==> config.mk <==
export PLATFORM = sky130hd
export DESIGN_NAME = fifo_recycling_handle_allocator
export DESIGN_NICKNAME = d
export VERILOG_FILES = /design/src/design/fra_pkg.sv /design/src/design/fra_ctrl.sv /design/src/design/fra_datapath.sv /design/src/design/fifo_recycling_handle_allocator.sv
export SDC_FILE = /design/constraint.sdc
export NUM_CORES = 2
export LEC_CHECK = 0
export BUFFER_PORTS_ARGS = -buffer_cell sky130_fd_sc_hd__buf_2
export CORE_ASPECT_RATIO = 1.5
export CORE_MARGIN = 5
export CORE_UTILIZATION = 28
export CTS_CLUSTER_SIZE = 12
export DETAILED_ROUTE_END_ITERATION = 10
export PLACE_DENSITY_LB_ADDON = 0.1
export SLEW_MARGIN = 15
export SYNTH_ARGS = -nofsm -noshare
export SYNTH_HDL_FRONTEND = slang
export SYNTH_SLANG_ARGS = --single-unit
export TNS_END_PERCENT = 1
==> constraint.sdc <==
create_clock -name i_clk -period 21.8 [get_ports i_clk]
set_clock_uncertainty 0.2 [all_clocks]
set_input_delay 3.27 -clock i_clk [delete_from_list [all_inputs] [get_ports i_clk]]
set_output_delay 3.27 -clock i_clk [all_outputs]
set_load 0.05 [all_outputs]
==> src/design/fra_pkg.sv <==
// Shared types and codes for the handle allocator.
`timescale 1ns / 1ps
package fra_pkg;

    localparam int HANDLE_W = 8;
    localparam int HANDLE_SPACE = 256;
    localparam int COUNT_W = 9;

    localparam logic [1:0] CMD_ALLOC = 2'd0;
    localparam logic [1:0] CMD_TRY_ALLOC = 2'd1;
    localparam logic [1:0] CMD_RELEASE = 2'd2;
    localparam logic [1:0] CMD_UNUSED = 2'd3;

    localparam logic [1:0] ST_OK = 2'd0;
    localparam logic [1:0] ST_NONE = 2'd1;
    localparam logic [1:0] ST_NOT_IN_USE = 2'd2;

    typedef struct packed {
        logic capture;
        logic execute;
    } t_dp_cmd;

    typedef struct packed {
        logic init_busy;
    } t_dp_stat;

endpackage

==> src/design/fra_ctrl.sv <==
// Controller state machine that sequences capture, execution and result transfer.
`timescale 1ns / 1ps
module fra_ctrl
    import fra_pkg::*;
(
    input  logic     i_clk,
    input  logic     i_rst_n,
    input  logic     i_in_valid,
    output logic     o_in_ready,
    output logic     o_out_valid,
    input  logic     i_out_ready,
    input  t_dp_stat i_stat,
    output t_dp_cmd  o_cmd
);

    localparam logic [1:0] S_IDLE = 2'd0;
    localparam logic [1:0] S_EXEC = 2'd1;
    localparam logic [1:0] S_OUT = 2'd2;

    logic [1:0] r_state;
    logic [1:0] n_state;

    always_comb begin
        n_state = r_state;
        o_cmd.capture = 1'b0;
        o_cmd.execute = 1'b0;
        o_in_ready = 1'b0;
        o_out_valid = 1'b0;
        unique case (r_state)
            S_IDLE: begin
                if (!i_stat.init_busy) begin
                    o_in_ready = 1'b1;
                    if (i_in_valid) begin
                        o_cmd.capture = 1'b1;
                        n_state = S_EXEC;
                    end
                end
            end
            S_EXEC: begin
                o_cmd.execute = 1'b1;
                n_state = S_OUT;
            end
            S_OUT: begin
                o_out_valid = 1'b1;
                if (i_out_ready) begin
                    n_state = S_IDLE;
                end
            end
            default: begin
                n_state = S_IDLE;
            end
        endcase
    end

    always_ff @(posedge i_clk) begin
        if (!i_rst_n) begin
            r_state <= S_IDLE;
        end else begin
            r_state <= n_state;
        end
    end

endmodule

==> src/design/fra_datapath.sv <==
// Datapath with the free-handle queue memory, pointers, in-use map and fresh counter.
`timescale 1ns / 1ps
module fra_datapath
    import fra_pkg::*;
#(
    parameter int POOL_SIZE = 256
) (
    input  logic                i_clk,
    input  logic                i_rst_n,
    input  t_dp_cmd             i_cmd,
    output t_dp_stat            o_stat,
    input  logic [1:0]          i_op,
    input  logic [HANDLE_W-1:0] i_handle,
    output logic [HANDLE_W-1:0] o_handle,
    output logic [1:0]          o_status
);

    localparam int ISSUE_LIMIT = (POOL_SIZE < HANDLE_SPACE) ? POOL_SIZE : HANDLE_SPACE;
    localparam logic [COUNT_W-1:0] LIMIT = COUNT_W'(ISSUE_LIMIT);
    localparam logic [COUNT_W-1:0] FULL = COUNT_W'(HANDLE_SPACE);

    logic [HANDLE_W-1:0] r_mem [HANDLE_SPACE];
    logic                r_use_mem [HANDLE_SPACE];
    logic [HANDLE_W-1:0] r_rd_data;
    logic                r_use_rd;
    logic [1:0]          r_op;
    logic [HANDLE_W-1:0] r_hin;
    logic [HANDLE_W-1:0] r_head;
    logic [HANDLE_W-1:0] r_tail;
    logic [COUNT_W-1:0]  r_count;
    logic [COUNT_W-1:0]  r_fresh;
    logic                r_init_busy;
    logic [HANDLE_W-1:0] r_init_addr;
    logic [HANDLE_W-1:0] r_handle_out;
    logic [1:0]          r_status_out;

    logic                w_pop;
    logic                w_push;
    logic                w_fresh;
    logic                w_clear;
    logic [HANDLE_W-1:0] w_handle;
    logic [1:0]          w_status;
    logic                w_empty;
    logic                w_use_we;
    logic [HANDLE_W-1:0] w_use_addr;
    logic                w_use_bit;

    assign w_empty = (r_count == '0);
    assign w_use_we = w_pop | w_fresh | w_clear;
    assign o_stat.init_busy = r_init_busy;
    assign o_handle = r_handle_out;
    assign o_status = r_status_out;

    always_comb begin
        w_pop = 1'b0;
        w_push = 1'b0;
        w_fresh = 1'b0;
        w_clear = 1'b0;
        w_handle = '0;
        w_status = ST_NONE;
        w_use_addr = r_hin;
        w_use_bit = 1'b0;
        unique case (r_op)
            CMD_ALLOC: begin
                if (!w_empty) begin
                    w_pop = 1'b1;
                    w_handle = r_rd_data;
                    w_status = ST_OK;
                    w_use_addr = r_rd_data;
                    w_use_bit = 1'b1;
                end else if (r_fresh < LIMIT) begin
                    w_fresh = 1'b1;
                    w_handle = r_fresh[HANDLE_W-1:0];
                    w_status = ST_OK;
                    w_use_addr = r_fresh[HANDLE_W-1:0];
                    w_use_bit = 1'b1;
                end
            end
            CMD_TRY_ALLOC: begin
                if (!w_empty) begin
                    w_pop = 1'b1;
                    w_handle = r_rd_data;
                    w_status = ST_OK;
                    w_use_addr = r_rd_data;
                    w_use_bit = 1'b1;
                end
            end
            CMD_RELEASE: begin
                if (!r_use_rd) begin
                    w_status = ST_NOT_IN_USE;
                end else begin
                    w_clear = 1'b1;
                    w_push = (r_count < FULL);
                    w_status = ST_OK;
                end
            end
            CMD_UNUSED: begin
                w_status = ST_NONE;
            end
            default: begin
                w_status = ST_NONE;
            end
        endcase
    end

    always_ff @(posedge i_clk) begin
        r_rd_data <= r_mem[r_head];
        if (i_cmd.execute && w_push) begin
            r_mem[r_tail] <= r_hin;
        end
    end

    always_ff @(posedge i_clk) begin
        if (i_cmd.capture) begin
            r_use_rd <= r_use_mem[i_handle];
        end
        if (r_init_busy) begin
            r_use_mem[r_init_addr] <= 1'b0;
        end else if (i_cmd.execute && w_use_we) begin
            r_use_mem[w_use_addr] <= w_use_bit;
        end
    end

    always_ff @(posedge i_clk) begin
        if (!i_rst_n) begin
            r_init_busy <= 1'b1;
            r_init_addr <= '0;
        end else if (r_init_busy) begin
            r_init_addr <= r_init_addr + 1'b1;
            if (r_init_addr == '1) begin
                r_init_busy <= 1'b0;
            end
        end
    end

    always_ff @(posedge i_clk) begin
        if (i_cmd.capture) begin
            r_op <= i_op;
            r_hin <= i_handle;
        end
        if (i_cmd.execute) begin
            r_handle_out <= w_handle;
            r_status_out <= w_status;
        end
    end

    always_ff @(posedge i_clk) begin
        if (!i_rst_n) begin
            r_head <= '0;
            r_tail <= '0;
            r_count <= '0;
            r_fresh <= '0;
        end else if (i_cmd.execute) begin
            if (w_pop) begin
                r_head <= r_head + 1'b1;
                r_count <= r_count - 1'b1;
            end
            if (w_fresh) begin
                r_fresh <= r_fresh + 1'b1;
            end
            if (w_push) begin
                r_tail <= r_tail + 1'b1;
                r_count <= r_count + 1'b1;
            end
        end
    end

endmodule

==> src/design/fifo_recycling_handle_allocator.sv <==
// Top level of the FIFO-recycling handle allocator.
//
// The block hands out 8-bit handles. A command arrives on the slave stream:
// tuser carries the command (allocate, try-allocate, release) and tdata the
// handle to release. Each command gives exactly one result on the master
// stream: tdata carries the granted handle and tuser the status.
// Allocate takes the oldest released handle from the free queue, or else a
// fresh handle from a counter until the issue limit min(POOL_SIZE, 256) is
// reached. Try-allocate grants only from the queue. Release of a handle that
// is not in use reports an error and changes nothing.
// One command is handled at a time: it is captured in the idle state, executed
// in the next cycle in the execute state, and its result is then offered from
// the output state. The free queue and the in-use map are read through
// registers ahead of execution, and the next command is taken only after
// the result transfer completes, so a stalled receiver holds the result and
// the slave side stays not ready.
// Reset clears the queue pointers and the counters at once. The in-use map is
// then cleared one entry per cycle, so the slave side stays not ready after
// reset until every entry is cleared; the queue memory needs no clearing
// because an entry is read only after it was written.
`timescale 1ns / 1ps
module fifo_recycling_handle_allocator
    import fra_pkg::*;
#(
    parameter int POOL_SIZE = 256
) (
    input  logic       i_clk,
    input  logic       i_rst_n,
    input  logic       s_axis_tvalid,
    output logic       s_axis_tready,
    input  logic [7:0] s_axis_tdata,  // [7:0] handle_in
    input  logic [1:0] s_axis_tuser,  // [1:0] cmd
    output logic       m_axis_tvalid,
    input  logic       m_axis_tready,
    output logic [7:0] m_axis_tdata,  // [7:0] handle_out
    output logic [1:0] m_axis_tuser   // [1:0] status
);

    t_dp_cmd  w_cmd;
    t_dp_stat w_stat;

    fra_ctrl u_ctrl (
        .i_clk       (i_clk),
        .i_rst_n     (i_rst_n),
        .i_in_valid  (s_axis_tvalid),
        .o_in_ready  (s_axis_tready),
        .o_out_valid (m_axis_tvalid),
        .i_out_ready (m_axis_tready),
        .i_stat      (w_stat),
        .o_cmd       (w_cmd)
    );

    fra_datapath #(
        .POOL_SIZE (POOL_SIZE)
    ) u_datapath (
        .i_clk    (i_clk),
        .i_rst_n  (i_rst_n),
        .i_cmd    (w_cmd),
        .o_stat   (w_stat),
        .i_op     (s_axis_tuser),
        .i_handle (s_axis_tdata),
        .o_handle (m_axis_tdata),
        .o_status (m_axis_tuser)
    );

endmodule

After elaboration in Yosys (flattened, before gate mapping)

Memories as Yosys holds them, arrays and structs flattened. A register that Yosys moved wholly into a read port is not among the register bits.
Index checks and enable logic that the tools add are counted.

Reduce and logical (&&, ||, !) cells: 13
Add/subtract/negate cells: 6
Order comparisons: 2
Bitwise gates (word level): 2
Multiplexer cells: 49
Equal/unequal tests: 9

Operators with widths:

| kind                                                | count |
|---|---|
| two-way mux 8 bit                                   | 7 |
| case mux 8 bit (2 select lines)                     | 2 |
| two-way mux 1 bit                                   | 30 |
| adder 8 x 1 -> 8 bit, second input constant         | 3 |
| adder 9 x 1 -> 9 bit, second input constant         | 2 |
| < comparator 9 bit, second input constant           | 2 |
| two-way mux 9 bit                                   | 2 |
| two-way mux 2 bit                                   | 5 |
| zero test 9 bit                                     | 1 |
| subtractor 9 x 1 -> 9 bit, second input constant    | 1 |
| equality test 8 bit, second input constant          | 1 |
| case mux 2 bit (4 select lines)                     | 1 |
| AND reduction 2 bit                                 | 4 |
| equality test 2 bit, second input constant          | 3 |
| != test 2 bit, second input constant                | 3 |
| case mux 2 bit (3 select lines)                     | 1 |
| equality test 2 x 1 -> 1 bit, second input constant | 2 |
| zero test 2 bit                                     | 2 |
| AND reduction 3 bit                                 | 1 |
| logical AND 1 bit                                   | 2 |
| OR 1 bit                                            | 2 |
| case mux 1 bit (2 select lines)                     | 1 |
| nonzero test 2 bit                                  | 1 |
| OR reduction 2 bit                                  | 1 |
| OR reduction 1 bit                                  | 1 |

Bits in writable memories: 2304
Memories: 2
Register bits after elaboration: 65
Logic and storage cells: 94
Output and inout bits: 12

Memory list:

| memory               | words | bits a word | read ports | clocked after memory_dff | wr ports | line               | source |
|---|---|---|---|---|---|---|---|
| u_datapath.r_mem     | 256   | 8           | 1          | 1                        | 1        | fra_datapath.sv:22 | `logic [HANDLE_W-1:0] r_mem [HANDLE_SPACE];` |
| u_datapath.r_use_mem | 256   | 1           | 1          | 1                        | 1        | fra_datapath.sv:23 | `logic r_use_mem [HANDLE_SPACE];` |

Depth between registers and ports, before layout

Word-level depth: 12
Mapped depth: 13

Hierarchy

From an unflattened synthesis, not the netlist that was laid out.

Cell total of the unflattened synthesis: 4914
Area, all modules: 93965.1 µm²

By module, submodules not included:

| module       | area an instance (µm²) | cells an instance | seq. area each (µm²) | instances |
|---|---|---|---|---|
| fra_datapath | 93862.5                | 4904              | 70837.9              | 1 |
| fra_ctrl     | 102.6                  | 10                | 40.0                 | 1 |

Least setup slack after synthesis

Ideal clock, no wire load.

Path type: register to register
Start: register u_datapath.r_op[0]
End: memory u_datapath.r_use_mem[0] (data pin)
Arrival: 6832 ps
Path buffers: 0
Setup slack: 13376 ps
Stages on the path, launching flop included: 4
Data required time: 20208 ps
Path through: edfxtp_1 > nor2_1 > o41ai_4 > nor2_1

Longest elaborated chain between the ends: 11
Elaborated cells on any way between the ends: 16

RTL lines:

| what                                                            | line                | source |
|---|---|---|
| start: declaration                                              | fra_datapath.sv:26  | `logic [1:0] r_op;` |
| start signal: assignment                                        | fra_datapath.sv:138 | `r_op <= i_op;` |
| equality test 2 x 1 -> 1 bit or zero test 2 bit (tied branches) | fra_datapath.sv:63  | `unique case (r_op)` |
| OR reduction 2 bit (no line)                                    | --                  |  |
| two-way mux 1 bit                                               | --                  |  |
| OR 1 bit (2 in series)                                          | fra_datapath.sv:49  | `assign w_use_we = w_pop \| w_fresh \| w_clear;` |
| logical AND 1 bit                                               | fra_datapath.sv:119 | `end else if (i_cmd.execute && w_use_we) begin` |
| two-way mux 1 bit                                               | fra_datapath.sv:119 |  |
| two-way mux 1 bit                                               | fra_datapath.sv:117 | `if (r_init_busy) begin` |
| two-way mux 1 bit (implied by the code)                         | fra_datapath.sv:120 | `r_use_mem[w_use_addr] <= w_use_bit;` |
| OR reduction 1 bit (no line)                                    | --                  |  |
| two-way mux 1 bit (no line) *                                   | --                  |  |
| end: declaration                                                | fra_datapath.sv:23  |  |

Mark *: on every way between the ends. The rest lies on a longest branch, timed or not.

==> metrics.md <==
| Metric | Value |
|---|---|
| Worst endpoint required time | `roughly 22 ns` |
| Yosys warns | `0` |
| Yosys reg bits | `2378` |
| TNS Setup | `0 ns` |
| Crit path arrival time | `7.20 ns` |
| Peak supply drop | `0.0631 mV` |
| First-pass GRT wire length | `418000 um` |
| Mux contribution to synthesized area | `between 15 and 20%` |
| Startpoint types | `register` |
| Status | `completed` |
| Fmax | `roughly 150 MHz` |
| Crit-path slowest cell | `o311ai_1` |
| Minimum clock period | `roughly 6.7 ns` |
| Final instance area | `107000 sq um` |
| Pleak | `31.1 nW` |
| Final WL | `301000 um` |
| Final worst-path cycle share | `between 30% and 40%` |
| Final hold violations | `0` |
| Inst Count DP | `around 9200` |
| Die height | `720 um` |
| Vias in the first global route | `approximately 50000` |
| Simple-gate share of the synthesized area | `4.19%` |
| Worst skew pair latency | `~0.91 ns` |
| Full die area | `348000 sq um` |
| CTS H-tree lvls | `4` |
| DRT Pass-1 Iters | `5` |
| RSZ-0062 raised after global routing | `false` |
| Core Region | `approximately 330000 sq um` |
| Top post-synthesis cells by area | `edfxtp_1 (74%), mux4_2 (13%), nor2_1 (2.4%)` |
| XOR/XNOR share of the synthesized area | `0.270%` |
| Yosys cell types | `80` |
| Power density cells | `between 80 and 90 nW/um^2` |
| Share of layout cells above drive strength 1 | `a little over 20%` |
| HPWL Detailed | `roughly 180000 um` |
| Synth Area in Compound Gates | `around 3.1%` |
| Async SR Flop Fraction | `0%` |
| Min-Delay Path Class | `register to register` |
| Inserted Clock Buffers | `between 200 and 250` |
| Chip Width | `~480 um` |
| Cell taking the most area after synthesis | `edfxtp_1` |
| Placement row count | `260` |
| Overall power | `8.83 mW` |
| Sink Count | `around 2400` |
| Register area | `70900 sq um` |
| Final WS setup | `between 15 and 20 ns` |
| Final nets | `4974` |
| Final ANT Viol Nets | `0` |
| Overall routing resource usage | `between 10% and 20%` |
| Final core occ | `31.9%` |
| Grt ovf | `0` |
| Worst-path cell chain | `buf_4 -> buf_4 -> buf_4 -> buf_4 -> mux4_2 -> mux4_2 -> nand2_1 -> o21ai_0 -> o311ai_1 -> buf_4 -> o31ai_1` |
| Hold Slack | `roughly 0.32 ns` |
| Synth Area per Inst | `about 19 sq um` |
| DRC | `0` |
| Initial DRC count | `between 3000 and 4000` |
| Port bufs | `25` |
| Synth top cells by count | `edfxtp_1 (2325), nor2_1 (596), mux4_2 (541)` |
| Initial antenna violation count | `8` |
| Finished Layout Cells | `approximately 9600` |
| Synthesized cell area | `94100 sq um` |
| Multi-input combinational cell area | `between 20000 and 25000 sq um` |
| Most frequent CP cell | `buf_4` |
| Initial core utilization | `between 20% and 30%` |
| Worst Tran Pin Value | `1.20 ns` |
| Post-CTS sizing | `0` |
| Adder-cell share of the synthesized area | `0.207%` |
| CP max FO | `38` |
| Placed cell area | `99700 sq um` |
| CP endpoint kind | `register` |
| RePlAce Congestion | `~0.77` |
| Clock root buffer | `clkbuf_16` |
| Register area share after synthesis | `75.3%` |
| Top cell type's share of synthesized area | `between 70% and 80%` |
| Post-CTS setup buffers | `0` |
| Hold_buf cts | `0` |
| CP max stage delay | `~0.86 ns` |
| Area Growth Syn to Fin | `13.3%` |
| Maximum clock path buffer count | `4` |
| Post-synth EDFFs | `approximately 2300` |
| Largest net degree at the start of global routing | `about 190` |
| Max Cap Violations | `0` |
| Count leader, synth | `edfxtp_1` |
| Top Ports | `26` |
| Worst-path clk slew | `0.06 ns` |
| Mapped Nets | `between 4000 and 5000` |
| Setup violations, final | `0` |
| Vias/cell | `slightly below 5` |
| Wire per inst | `31.5 um` |
| Ys flop type | `edfxtp_1` |
| Final Max Tran Viols | `0` |
| Vias | `about 47000` |
| Cell count after synthesis | `around 4800` |
| Largest family of logic cells by synthesized area | `multiplexers` |
| Placement Setup Slack | `between 10 and 15 ns` |
| Slew headroom | `20.2%` |
| CTS tree | `done` |
| Type of the worst setup path | `register to register` |
| Filler cell count | `approximately 32000` |
path summary, 6_finish.rpt:
| kind | startpoint | endpoint | slack [ns] | cells after the start |
|---|---|---|---|---|
| min | u_datapath.r_count[6] | u_datapath.r_count[6] | 0.32 | 2 |
| max | u_datapath.r_head[0] | u_datapath.r_rd_data[4] | 15.14 | 11 |
| max reg2reg | u_datapath.r_head[0] | u_datapath.r_rd_data[4] | 15.14 | 11 |
| min reg2reg | u_datapath.r_count[6] | u_datapath.r_count[6] | 0.32 | 2 |
worst max-delay path: cells and delay by family, from the launching register on:
kind | cells | cell delay [ns]
AO/OA/AOI/OAI | 3 | 1.06
buffers and inverters | 5 | 2.92
flip-flops | 1 | 0.81
multiplexers | 2 | 1.16
AND/OR/NAND/NOR | 1 | 0.13
state kept, by name, summed over array words and instances (netlist names), 8 cells and up:
register	count
u_datapath.r_count	9
u_datapath.r_tail	8
u_datapath.r_head	8
u_datapath.r_use_mem	256
u_datapath.r_hin	8
u_datapath.o_handle	8
u_datapath.r_rd_data	8
u_datapath.r_init_addr	8
u_datapath.r_mem	2048
u_datapath.r_fresh	9
report_power, final:
| group | switching (mW) | leakage, nW | internal [mW] |
|---|---|---|---|
| Clock | 1.75 | 3.35 | 2.10 |
| Sequential | 0.00115 | 21.2 | 4.94 |
| Combinational | 0.0328 | 6.58 | 0.0154 |
area by class of cell:
cell class,instances,area share (%)
well taps,4454,5.23
clock buffers,335,6.14
multi-input cells,2159,20.6
repair buffers,149,1.15
inverters,16,0.0634
flip-flops and latches,2378,66.5
diodes,7,0.0164
clock inverters,57,0.339
metal layers:
metal / share of wire [%] / vias up / global-route usage, %
met2: 53 / 1031 / 31.2
met1: 40 / 25500 / 20.7
met5: 0 / - / 0
met4: 3.2 / 0 / 4.99
met3: 3.4 / 386 / 1.98
li1: - / 19900 / -
kinds of logic after synthesis:
logic type	count (synthesis)
compound gates	427
xor+xnor	29
buf+inv	311
simple gates	922
mux	766
flops	2378
fa+ha+maj	15
layout by cell type, fill, tap and decap left out, types with 12 or more instances in the layout:
cell type,netlist,routed
nand2_1,131,131
and2_1,15,14
a22oi_1,36,36
o21ai_0,59,58
nor3_1,30,28
edfxtp_1,2325,2325
o22ai_1,38,38
o221ai_1,21,21
a221oi_1,32,32
clkinv_2,0,13
clkinv_1,3,39
nand3_1,51,35
xor2_1,12,12
nand3_2,9,21
buf_2,85,23
or3_1,14,14
nor2_1,596,588
o211ai_1,18,18
dfxtp_1,53,46
mux4_2,541,541
clkbuf_16,0,246
xnor2_1,17,17
a211oi_1,19,18
mux2i_1,216,216
buf_4,39,113
buf_12,0,13
ha_1,14,14
nor2b_1,20,15
clkbuf_1,139,83
a21oi_1,107,107
No activity file was read; power rests on OpenSTA's default activity.
